[src/rtl/core/chc_pkg.sv]
// Shared constants, field widths and controller/datapath command and status
// structs for the canonical Huffman code assignment block. No dependencies.
`default_nettype none

package chc_pkg;

  localparam int ALPHABET_SIZE_DEF = 64;
  localparam int MAX_LENGTHS_DEF   = 16;

  localparam int LEN_W      = 4;
  localparam int IDX_W      = 6;
  localparam int CODE_OUT_W = 15;
  localparam int CODE_W     = 16;
  localparam int HIST_W     = 7;

  typedef struct packed {
    logic load;
    logic calc;
    logic emit;
    logic clear;
  } cmd_t;

  typedef struct packed {
    logic load_end;
    logic calc_done;
    logic emit_done;
  } sts_t;

endpackage

`default_nettype wire

[src/rtl/core/chc_ctrl.sv]
// Sequencing state machine: load, first-code calculation, emit, drain.
// Depends on chc_pkg for the command and status structs.
`default_nettype none

module chc_ctrl (
  input  wire logic          clk,
  input  wire logic          rst_n,
  input  wire logic          start,
  output logic               busy,
  input  wire chc_pkg::sts_t sts,
  output chc_pkg::cmd_t      cmd
);
  import chc_pkg::*;

  typedef enum logic [3:0] {
    S_LOAD  = 4'b0001,
    S_CALC  = 4'b0010,
    S_EMIT  = 4'b0100,
    S_DRAIN = 4'b1000
  } state_t;

  state_t state_r;
  state_t state_nxt;

  always_comb begin
    state_nxt = state_r;
    cmd       = '0;
    busy      = 1'b1;
    unique case (state_r)
      S_LOAD: begin
        busy = 1'b0;
        if (start) begin
          cmd.load = 1'b1;
          if (sts.load_end) begin
            state_nxt = S_CALC;
          end
        end
      end
      S_CALC: begin
        cmd.calc = 1'b1;
        if (sts.calc_done) begin
          state_nxt = S_EMIT;
        end
      end
      S_EMIT: begin
        cmd.emit = 1'b1;
        if (sts.emit_done) begin
          state_nxt = S_DRAIN;
        end
      end
      S_DRAIN: begin
        cmd.clear = 1'b1;
        state_nxt = S_LOAD;
      end
      default: begin
        state_nxt = S_LOAD;
      end
    endcase
  end

  always_ff @(posedge clk) begin
    if (!rst_n) begin
      state_r <= S_LOAD;
    end else begin
      state_r <= state_nxt;
    end
  end

endmodule

`default_nettype wire

[src/rtl/core/chc_dpath.sv]
// Datapath: length store, per-length histogram, first-code table and the
// bit-reversed code output stage. Depends on chc_pkg.
`default_nettype none

module chc_dpath #(
  parameter int ALPHABET_SIZE = chc_pkg::ALPHABET_SIZE_DEF,
  parameter int MAX_LENGTHS   = chc_pkg::MAX_LENGTHS_DEF
) (
  input  wire logic                            clk,
  input  wire logic                            rst_n,
  input  wire chc_pkg::cmd_t                   cmd,
  output chc_pkg::sts_t                        sts,
  input  wire logic [chc_pkg::LEN_W-1:0]       in_code_length,
  input  wire logic                            in_last_symbol,
  output logic                                 out_strobe,
  output logic [chc_pkg::IDX_W-1:0]            out_symbol_index,
  output logic [chc_pkg::CODE_OUT_W-1:0]       out_code_bits,
  output logic [chc_pkg::LEN_W-1:0]            out_code_len,
  output logic                                 out_end_of_table
);
  import chc_pkg::*;

  localparam int AW = $clog2(ALPHABET_SIZE);
  localparam int CW = $clog2(ALPHABET_SIZE + 1);
  localparam int HW = $clog2(MAX_LENGTHS);

  logic [LEN_W-1:0]      store_mem [ALPHABET_SIZE];
  logic [HIST_W-1:0]     hist_r    [MAX_LENGTHS];
  logic [CODE_W-1:0]     ntab_r    [MAX_LENGTHS];

  logic [CW-1:0]         count_r;
  logic [HW-1:0]         step_r;
  logic [CODE_W-1:0]     acc_r;
  logic [AW-1:0]         rd_idx_r;
  logic                  rd_vld_r;
  logic [AW-1:0]         rd_sym_r;
  logic                  rd_last_r;
  logic [LEN_W-1:0]      rd_len_r;

  logic                  out_strobe_r;
  logic [IDX_W-1:0]      out_symbol_index_r;
  logic [CODE_OUT_W-1:0] out_code_bits_r;
  logic [LEN_W-1:0]      out_code_len_r;
  logic                  out_end_of_table_r;

  logic [HW-1:0]         len_sat;
  logic                  full;
  logic                  emit_last;
  logic [CODE_W-1:0]     acc_sum;
  logic [CODE_W-1:0]     acc_nxt;
  logic [HW-1:0]         cur_len;
  logic [CODE_W-1:0]     cur_code;
  logic [CODE_OUT_W-1:0] rev_code;

  always_comb begin
    if (in_code_length > LEN_W'(MAX_LENGTHS - 1)) begin
      len_sat = HW'(MAX_LENGTHS - 1);
    end else begin
      len_sat = in_code_length[HW-1:0];
    end
  end

  assign full      = (count_r == CW'(ALPHABET_SIZE - 1));
  assign emit_last = (CW'(rd_idx_r) == (count_r - CW'(1)));
  assign acc_sum   = acc_r + CODE_W'(hist_r[step_r - HW'(1)]);
  assign acc_nxt   = {acc_sum[CODE_W-2:0], 1'b0};
  assign cur_len   = rd_len_r[HW-1:0];
  assign cur_code  = ntab_r[cur_len];

  always_comb begin
    rev_code = '0;
    for (int j = 0; j < CODE_OUT_W; j++) begin
      if (j < int'(rd_len_r)) begin
        rev_code[j] = cur_code[4'(int'(rd_len_r) - 1 - j)];
      end
    end
  end

  assign sts.load_end  = in_last_symbol | full;
  assign sts.calc_done = (step_r == HW'(MAX_LENGTHS - 1));
  assign sts.emit_done = emit_last;

  always_ff @(posedge clk) begin
    if (cmd.load) begin
      store_mem[count_r[AW-1:0]] <= LEN_W'(len_sat);
    end
    if (cmd.emit) begin
      rd_len_r <= store_mem[rd_idx_r];
    end
  end

  always_ff @(posedge clk) begin
    if (cmd.calc) begin
      ntab_r[step_r] <= acc_nxt;
    end else if (rd_vld_r && (rd_len_r != '0)) begin
      ntab_r[cur_len] <= cur_code + CODE_W'(1);
    end
  end

  always_ff @(posedge clk) begin
    if (!rst_n) begin
      for (int k = 0; k < MAX_LENGTHS; k++) begin
        hist_r[k] <= '0;
      end
    end else if (cmd.clear) begin
      for (int k = 0; k < MAX_LENGTHS; k++) begin
        hist_r[k] <= '0;
      end
    end else if (cmd.load && (len_sat != '0)) begin
      hist_r[len_sat] <= hist_r[len_sat] + HIST_W'(1);
    end
  end

  always_ff @(posedge clk) begin
    if (!rst_n) begin
      count_r      <= '0;
      step_r       <= HW'(1);
      acc_r        <= '0;
      rd_idx_r     <= '0;
      rd_vld_r     <= 1'b0;
      out_strobe_r <= 1'b0;
    end else begin
      if (cmd.clear) begin
        count_r <= '0;
      end else if (cmd.load) begin
        count_r <= count_r + CW'(1);
      end
      if (cmd.calc) begin
        step_r <= step_r + HW'(1);
        acc_r  <= acc_nxt;
      end else begin
        step_r <= HW'(1);
        acc_r  <= '0;
      end
      if (cmd.emit) begin
        rd_idx_r <= rd_idx_r + AW'(1);
      end else begin
        rd_idx_r <= '0;
      end
      rd_vld_r     <= cmd.emit;
      out_strobe_r <= rd_vld_r;
    end
  end

  always_ff @(posedge clk) begin
    rd_sym_r           <= rd_idx_r;
    rd_last_r          <= emit_last;
    out_symbol_index_r <= IDX_W'(rd_sym_r);
    out_code_bits_r    <= rev_code;
    out_code_len_r     <= rd_len_r;
    out_end_of_table_r <= rd_last_r;
  end

  assign out_strobe       = out_strobe_r;
  assign out_symbol_index = out_symbol_index_r;
  assign out_code_bits    = out_code_bits_r;
  assign out_code_len     = out_code_len_r;
  assign out_end_of_table = out_end_of_table_r;

endmodule

`default_nettype wire

[src/rtl/core/canonical_huffman_code_assign.sv]
// Top level of the canonical Huffman code assignment block.
// Joins chc_ctrl and chc_dpath; depends on chc_pkg.
//
// Lengths load one word per cycle while busy is low (start high). The word
// marked last, or the one that fills the store, starts the first-code
// calculation (one length per cycle through a single adder), then the
// emit phase: one result per loaded symbol per cycle, read from the
// length store and registered in rd_len_r, then in the output registers.
// A drain state follows. Results are strobed for exactly one cycle on
// out_strobe and cannot be stalled; busy stays high until the last result
// is in flight.
`default_nettype none

module canonical_huffman_code_assign #(
  parameter int ALPHABET_SIZE = chc_pkg::ALPHABET_SIZE_DEF,
  parameter int MAX_LENGTHS   = chc_pkg::MAX_LENGTHS_DEF
) (
  input  wire logic                            clk,
  input  wire logic                            rst_n,
  input  wire logic                            start,
  output logic                                 busy,
  input  wire logic [chc_pkg::LEN_W-1:0]       in_code_length,
  input  wire logic                            in_last_symbol,
  output logic                                 out_strobe,
  output logic [chc_pkg::IDX_W-1:0]            out_symbol_index,
  output logic [chc_pkg::CODE_OUT_W-1:0]       out_code_bits,
  output logic [chc_pkg::LEN_W-1:0]            out_code_len,
  output logic                                 out_end_of_table
);
  import chc_pkg::*;

  cmd_t cmd;
  sts_t sts;

  chc_ctrl u_ctrl (
    .clk   (clk),
    .rst_n (rst_n),
    .start (start),
    .busy  (busy),
    .sts   (sts),
    .cmd   (cmd)
  );

  chc_dpath #(
    .ALPHABET_SIZE (ALPHABET_SIZE),
    .MAX_LENGTHS   (MAX_LENGTHS)
  ) u_dpath (
    .clk              (clk),
    .rst_n            (rst_n),
    .cmd              (cmd),
    .sts              (sts),
    .in_code_length   (in_code_length),
    .in_last_symbol   (in_last_symbol),
    .out_strobe       (out_strobe),
    .out_symbol_index (out_symbol_index),
    .out_code_bits    (out_code_bits),
    .out_code_len     (out_code_len),
    .out_end_of_table (out_end_of_table)
  );

endmodule

`default_nettype wire
[config.mk]
export PLATFORM = sky130hd
export DESIGN_NAME = canonical_huffman_code_assign
export DESIGN_NICKNAME = d
export VERILOG_FILES = /design/src/rtl/core/chc_pkg.sv /design/src/rtl/core/chc_ctrl.sv /design/src/rtl/core/chc_dpath.sv /design/src/rtl/core/canonical_huffman_code_assign.sv
export SDC_FILE = /design/constraint.sdc
export NUM_CORES = 1
export LEC_CHECK = 0
export BUFFER_PORTS_ARGS = -buffer_cell sky130_fd_sc_hd__buf_2
export CAP_MARGIN = 20
export CORE_MARGIN = 3
export CORE_UTILIZATION = 57
export DETAILED_ROUTE_END_ITERATION = 8
export GPL_TIMING_DRIVEN = 1
export PLACE_DENSITY = 0.83
export SLEW_MARGIN = 0
export SYNTH_ARGS = -nofsm -noshare
export SYNTH_HDL_FRONTEND = slang
export SYNTH_SLANG_ARGS = --single-unit
[constraint.sdc]
create_clock -name clk -period 5.3 [get_ports clk]
set_input_delay 1.06 -clock clk [delete_from_list [all_inputs] [get_ports clk]]
set_output_delay 1.06 -clock clk [all_outputs]
set_load 0.005 [all_outputs]
# After elaboration in Yosys (flattened, before gate mapping)

Memories as Yosys holds them, arrays and structs flattened. A register that Yosys moved wholly into a read port is not among the register bits.
Cells that the tools add are included.

Register bits after elaboration: 71
Bits in writable memories: 624
Input bits: 8
Output and inout bits: 28
Logic and storage cells: 218
Memories kept: 3

Add/sub/neg operators: 23
$lt $le $gt $ge: 31
Equal/unequal tests: 11
Muxes and demuxes: 94
Bitwise operators: 18
Reduce and logical (&&, ||, !) cells: 10

Memory list:

| memory            | depth | width | read ports | clocked after Yosys merged registers in | write ports | line            | source |
|---|---|---|---|---|---|---|---|
| u_dpath.ntab_r    | 16    | 16    | 1          | 0                                       | 1           | chc_dpath.sv:29 | `logic [CODE_W-1:0] ntab_r [MAX_LENGTHS];` |
| u_dpath.store_mem | 64    | 4     | 1          | 1                                       | 1           | chc_dpath.sv:27 | `logic [LEN_W-1:0] store_mem [ALPHABET_SIZE];` |
| u_dpath.hist_r    | 16    | 7     | 2          | 0                                       | 16          | chc_dpath.sv:28 | `logic [HIST_W-1:0] hist_r [MAX_LENGTHS];` |

Operators with widths:

| cell                                                       | count |
|---|---|
| 2-to-1 mux 7 bit                                           | 17 |
| less-than comparator 4 x 6 -> 1 bit, second input constant | 15 |
| binary-select mux 1 bit (select 4 bit)                     | 15 |
| 2-to-1 mux 1 bit                                           | 53 |
| subtractor 4 bit, second input constant                    | 8 |
| less-than comparator 4 bit, first input constant           | 7 |
| 2-to-1 mux 4 bit                                           | 7 |
| bitwise OR 1 bit                                           | 17 |
| adder 16 x 1 -> 16 bit, second input constant              | 1 |
| less-than comparator 3 x 4 -> 1 bit, first input constant  | 4 |
| 2-to-1 mux 16 bit                                          | 1 |
| OR reduction 16 bit                                        | 1 |
| subtractor 4 x 3 -> 4 bit, second input constant           | 4 |
| adder 15 x 7 -> 15 bit                                     | 1 |
| adder 7 x 1 -> 7 bit, second input constant                | 2 |
| case mux 4 bit (3 select lines)                            | 1 |
| == test 4 bit, second input constant                       | 2 |
| less-than comparator 1 x 4 -> 1 bit, first input constant  | 2 |
| less-than comparator 2 x 4 -> 1 bit, first input constant  | 2 |
| nonzero test 4 bit                                         | 2 |
| subtractor 4 x 1 -> 4 bit, second input constant           | 2 |
| subtractor 4 x 2 -> 4 bit, second input constant           | 2 |
| == test 6 x 7 -> 1 bit                                     | 1 |
| == test 7 x 6 -> 1 bit, second input constant              | 1 |
| 15 further kinds                                           | 19 |

# Longest topological paths before layout

Word-level depth: 10
Mapped depth: 17
Gate-level depth less buffers: 13

# Cells and area by module

A second synthesis with hierarchy kept.

Cells, all modules: 1854
Area total of the unflattened synthesis: 30710.7 sq um

By module, submodules not included:

| module    | times used | cells each | area an instance (sq um) | seq. area each (sq um) |
|---|---|---|---|---|
| chc_dpath | 1          | 1834       | 30491.7                  | 20179.4 |
| chc_ctrl  | 1          | 20         | 219.0                    | 80.1 |

# Worst setup path after synthesis

OpenSTA, ideal clock, no wires.

Path kind: register to register
Start point: reg u_dpath.step_r[0]
End point: mem u_dpath.ntab_r[0][14], data pin
Data arrival time: 5006 ps
Slack: -2 ps
Stages on the path, launching flop included: 18
Path buffers: 4
Clock period less this slack: 5302 ps
Cells stage by stage: dfxtp_1 -> clkbuf_1 -> clkbuf_1 -> inv_1 -> ha_1 -> clkbuf_1 -> clkbuf_1 -> mux4_2 -> mux4_2 -> ha_1 -> fa_1 -> a21o_1 -> a21oi_1 -> o21bai_1 -> a21oi_1 -> nor2_1 -> xnor2_1 -> mux2i_1

Longest elaborated chain between the ends: 4

Ends and longest elaborated chain:

| what                        | line             | source |
|---|---|---|
| start, declared             | chc_dpath.sv:32  | `logic [HW-1:0] step_r;` |
| start signal, assigned      | chc_dpath.sv:129 | `step_r <= step_r + HW'(1);` |
| subtractor 4 x 1 -> 4 bit   | chc_dpath.sv:65  | `assign acc_sum = acc_r + CODE_W'(hist_r[step_r - HW'(1)]);` |
| memory read (16 x 7 bit)    | n/a              |  |
| adder 15 x 7 -> 15 bit      | chc_dpath.sv:65  |  |
| 2-to-1 mux 16 bit (no line) | n/a              |  |
| end, declared               | chc_dpath.sv:29  |  |

Every way passes these cells.

# Final worst setup path

Start point: reg u_dpath.step_r[1]
End point: mem u_dpath.ntab_r[6][12], data pin

Same word-level chain as after synthesis.

==> results_dict.tcl <==
set metrics [dict create \
    status "completed" \
    hold_viol_final 0 \
    place_ws_ns 0.494 \
    synth_ff_type "edfxtp_1" \
    required_ns 5.61 \
    ctsResizeCount 0 \
    min_from "u_dpath.rd_sym_r[0]" \
    drt_iter0_drc 2521 \
    crit_type "reg2reg" \
    fin_worst_skew_ns 0.0279 \
    wl_per_cell_um 29.1 \
    cp-start-kind "register" \
    gp_congestion 0.932 \
    clock_latency_ns 0.63 \
    rr_startpoint "u_dpath.step_r[1]" \
    areaGrowthSynthToFinish_pct 11.5 \
    vdd_drop_max_mv 0.378 \
    cts_setup_buffers 0 \
    dp_cells 2448 \
    port_buffers 35 \
    cp_slowest_cell "mux2i_2" \
    end_kind "register" \
    synth.top_cell.area_share 0.621 \
    cts_inserted_buffers 70 \
    io_pins 36 \
    slowest_delay_ns 0.62 \
    grtUsageMet1 0.346 \
    cp_max_fo 16 \
    drive_gt1_frac 0.255 \
    vias 17472 \
    cp-startpoint "u_dpath.step_r[1]" \
    synth_area_mm2 0.0304 \
    cp_cell_sequence "inv_1, ha_1, buf_4, mux4_2, mux4_2, fa_1, a21o_1, a21oi_1, o21bai_1, a21oi_1, nor2_1, xnor2_1, mux2i_2" \
    grt_pass1_vias 17646 \
    first_pass_iters 6 \
    holdCritPathClass "reg2reg" \
    place_area_mm2 0.0315 \
    syn_inst 1766 \
    grt_max_degree 67 \
    cp.arrival_ns 5.19 \
    worst-path-buf-inv 2 \
    yosys_warnings 0 \
    nFillCells 3284 \
    cts_buffer_depth 3 \
    rsz0062_at_grt "no" \
    worst_slack_ns 0.414 \
    fmax_mhz 205 \
    rows 83 \
    synth_edf_count 628 \
    mostFrequentLayoutCells "edfxtp_1, nor2_1, mux4_2, nand2_1, clkbuf_16" \
    tightest_slew_ns 1.01 \
    cts_tree "yes" \
    ant_nets 0 \
    finalCritPeriodShare 0.922 \
    die_x_um 237 \
    cp_top_family "multiplexers" \
    synth_area_leader_cell "edfxtp_1" \
    slew_headroom 0.306 \
    ys_top_cells_by_area "edfxtp_1, mux4_2, dfxtp_1" \
    cts_root_buffer "clkbuf_16" \
    cts_max_level 3 \
    cts_hold_buf 0 \
    synth_cell_types 68 \
    grt_pass1_wl_um 112000 \
    utilization 0.651 \
    clkTransAtPathRegs_ns 0.07 \
    grtUsageTotal 0.270 \
    die_h_um 237 \
    grt.met2_usage 0.452 \
    fin_nets 1883 \
    stdcell_area_mm2 0.0339 \
    overflow 0 \
    wl_um 75100 \
    p_per_area_mw_per_mm2 339 \
    maxCapViolCount 0 \
    slew_violations 0 \
    antenna_found_initial 2 \
    viasPerCell 6.76 \
    layout_min_cycle_time_ns 4.89 \
    drt_drc_violations_left 0 \
    hpwl_um 46200 \
    avgSynthCellArea_um2 17.2 \
    power.leakage_nw 11.3 \
    grt_use_met3 0.0589 \
    async_reset_ff_frac 0 \
    start_util 0.583 \
    core-area_mm2 0.0520 \
    setup_viol 0 \
    fin_tns_setup_ns 0 \
    fin_cells 2586 \
    die_area_mm2 0.0561 \
    cts_sinks 698 \
    ys_seq_area_frac 0.667 \
    grt_busiest_layer "met2" \
    yosys_register_bits 698 \
    layout_commonest_cell "edfxtp_1" \
]
worst register-to-register path: cells and delay by family (launching register included):
family | cells | cell delay, ns
simple gates | 1 | 0.13
fa+ha+maj | 2 | 1.04
mux | 3 | 1.45
buf+inv | 2 | 0.36
compound gates | 4 | 0.98
flops | 1 | 0.42
xor+xnor | 1 | 0.19
sequential cells by signal, summed over array words and instances (netlist names), 4 cells and up:
| name | flops |
|---|---|
| u_dpath.cur_len | 4 |
| u_dpath.ntab_r | 256 |
| u_dpath.out_code_len | 4 |
| u_dpath.rd_sym_r | 6 |
| u_dpath.out_code_bits | 15 |
| u_dpath.step_r | 4 |
| u_dpath.out_symbol_index | 6 |
| u_dpath.store_mem | 256 |
| u_dpath.acc_r | 14 |
| u_dpath.rd_idx_r | 6 |
| u_dpath.hist_r | 112 |
| u_dpath.count_r | 7 |
| u_ctrl.state_r | 4 |
per-stage QoR:
stage               hold WS, ns  total power [mW]
finish                    0.318              11.5
global route              0.332              11.8
CTS                       0.325              11.5
detailed placement        0.312              6.72
global placement          0.313              6.70
floorplan                 0.310              6.51
cell usage after synthesis, drive strengths merged (4+ instances only):
cell	n
a2111oi	4
a211oi	8
a21oi	21
and2	19
and3	9
buf	45
clkbuf	56
dfxtp	70
edfxtp	628
ha	26
inv	25
mux2	27
mux2i	57
mux4	229
nand2	81
nand2b	6
nand3	20
nor2	256
nor2b	10
nor3	9
nor3b	5
nor4	7
o21ai	20
o22ai	5
or3	6
xnor2	33
xor2	27
cell type report:
| cell class | count | area [um2] | share of cell area |
|---|---|---|---|
| flip-flops and latches | 698 | 20300 | 0.598 |
| diodes | 1 | 2.50 | 0.0000739 |
| inverters | 26 | 97.6 | 0.00288 |
| repair buffers | 105 | 783 | 0.0231 |
| well taps | 680 | 851 | 0.0251 |
| clock inverters | 45 | 408 | 0.0120 |
| clock buffers | 84 | 1840 | 0.0542 |
| multi-input cells | 947 | 9620 | 0.284 |
routing by layer:
layer  vias to the layer above  wire, um  part of all wire
met5                         -        13           0.00017
met4                         2      3010             0.040
met3                       218      7180             0.096
met2                      1188     38400              0.51
met1                      8935     26500              0.35
li1                       7129         -                 -
where the power goes:
part / leakage, nW / switching (mW) / internal (mW)
registers: 6.41 / 0.0460 / 6.06
logic: 3.79 / 0.335 / 0.184
clock network: 1.08 / 2.12 / 2.74
worst paths after layout:
path                                      end  slack [ns]  cells past startpoint
setup / recovery        u_dpath.ntab_r[6][12]        0.41                     13
hold reg to reg   u_dpath.out_symbol_index[0]        0.32                      0
setup reg to reg        u_dpath.ntab_r[6][12]        0.41                     13
hold / removal    u_dpath.out_symbol_index[0]        0.32                      0
cell families (layout without fill, tap and decap cells):
logic type,after synthesis,count (layout),synth area share
DFF,698,698,0.667
and+or+nand+nor,444,444,0.0637
muxes,313,313,0.200
buffers and inverters,127,260,0.0187
AOI/OAI and AO/OA,96,96,0.0215
xor gates and xnor gates,60,60,0.0173
adders and majority gates,27,27,0.0114
other,1,8,0.000124
Note: power is estimated with default switching activity, not from simulation.
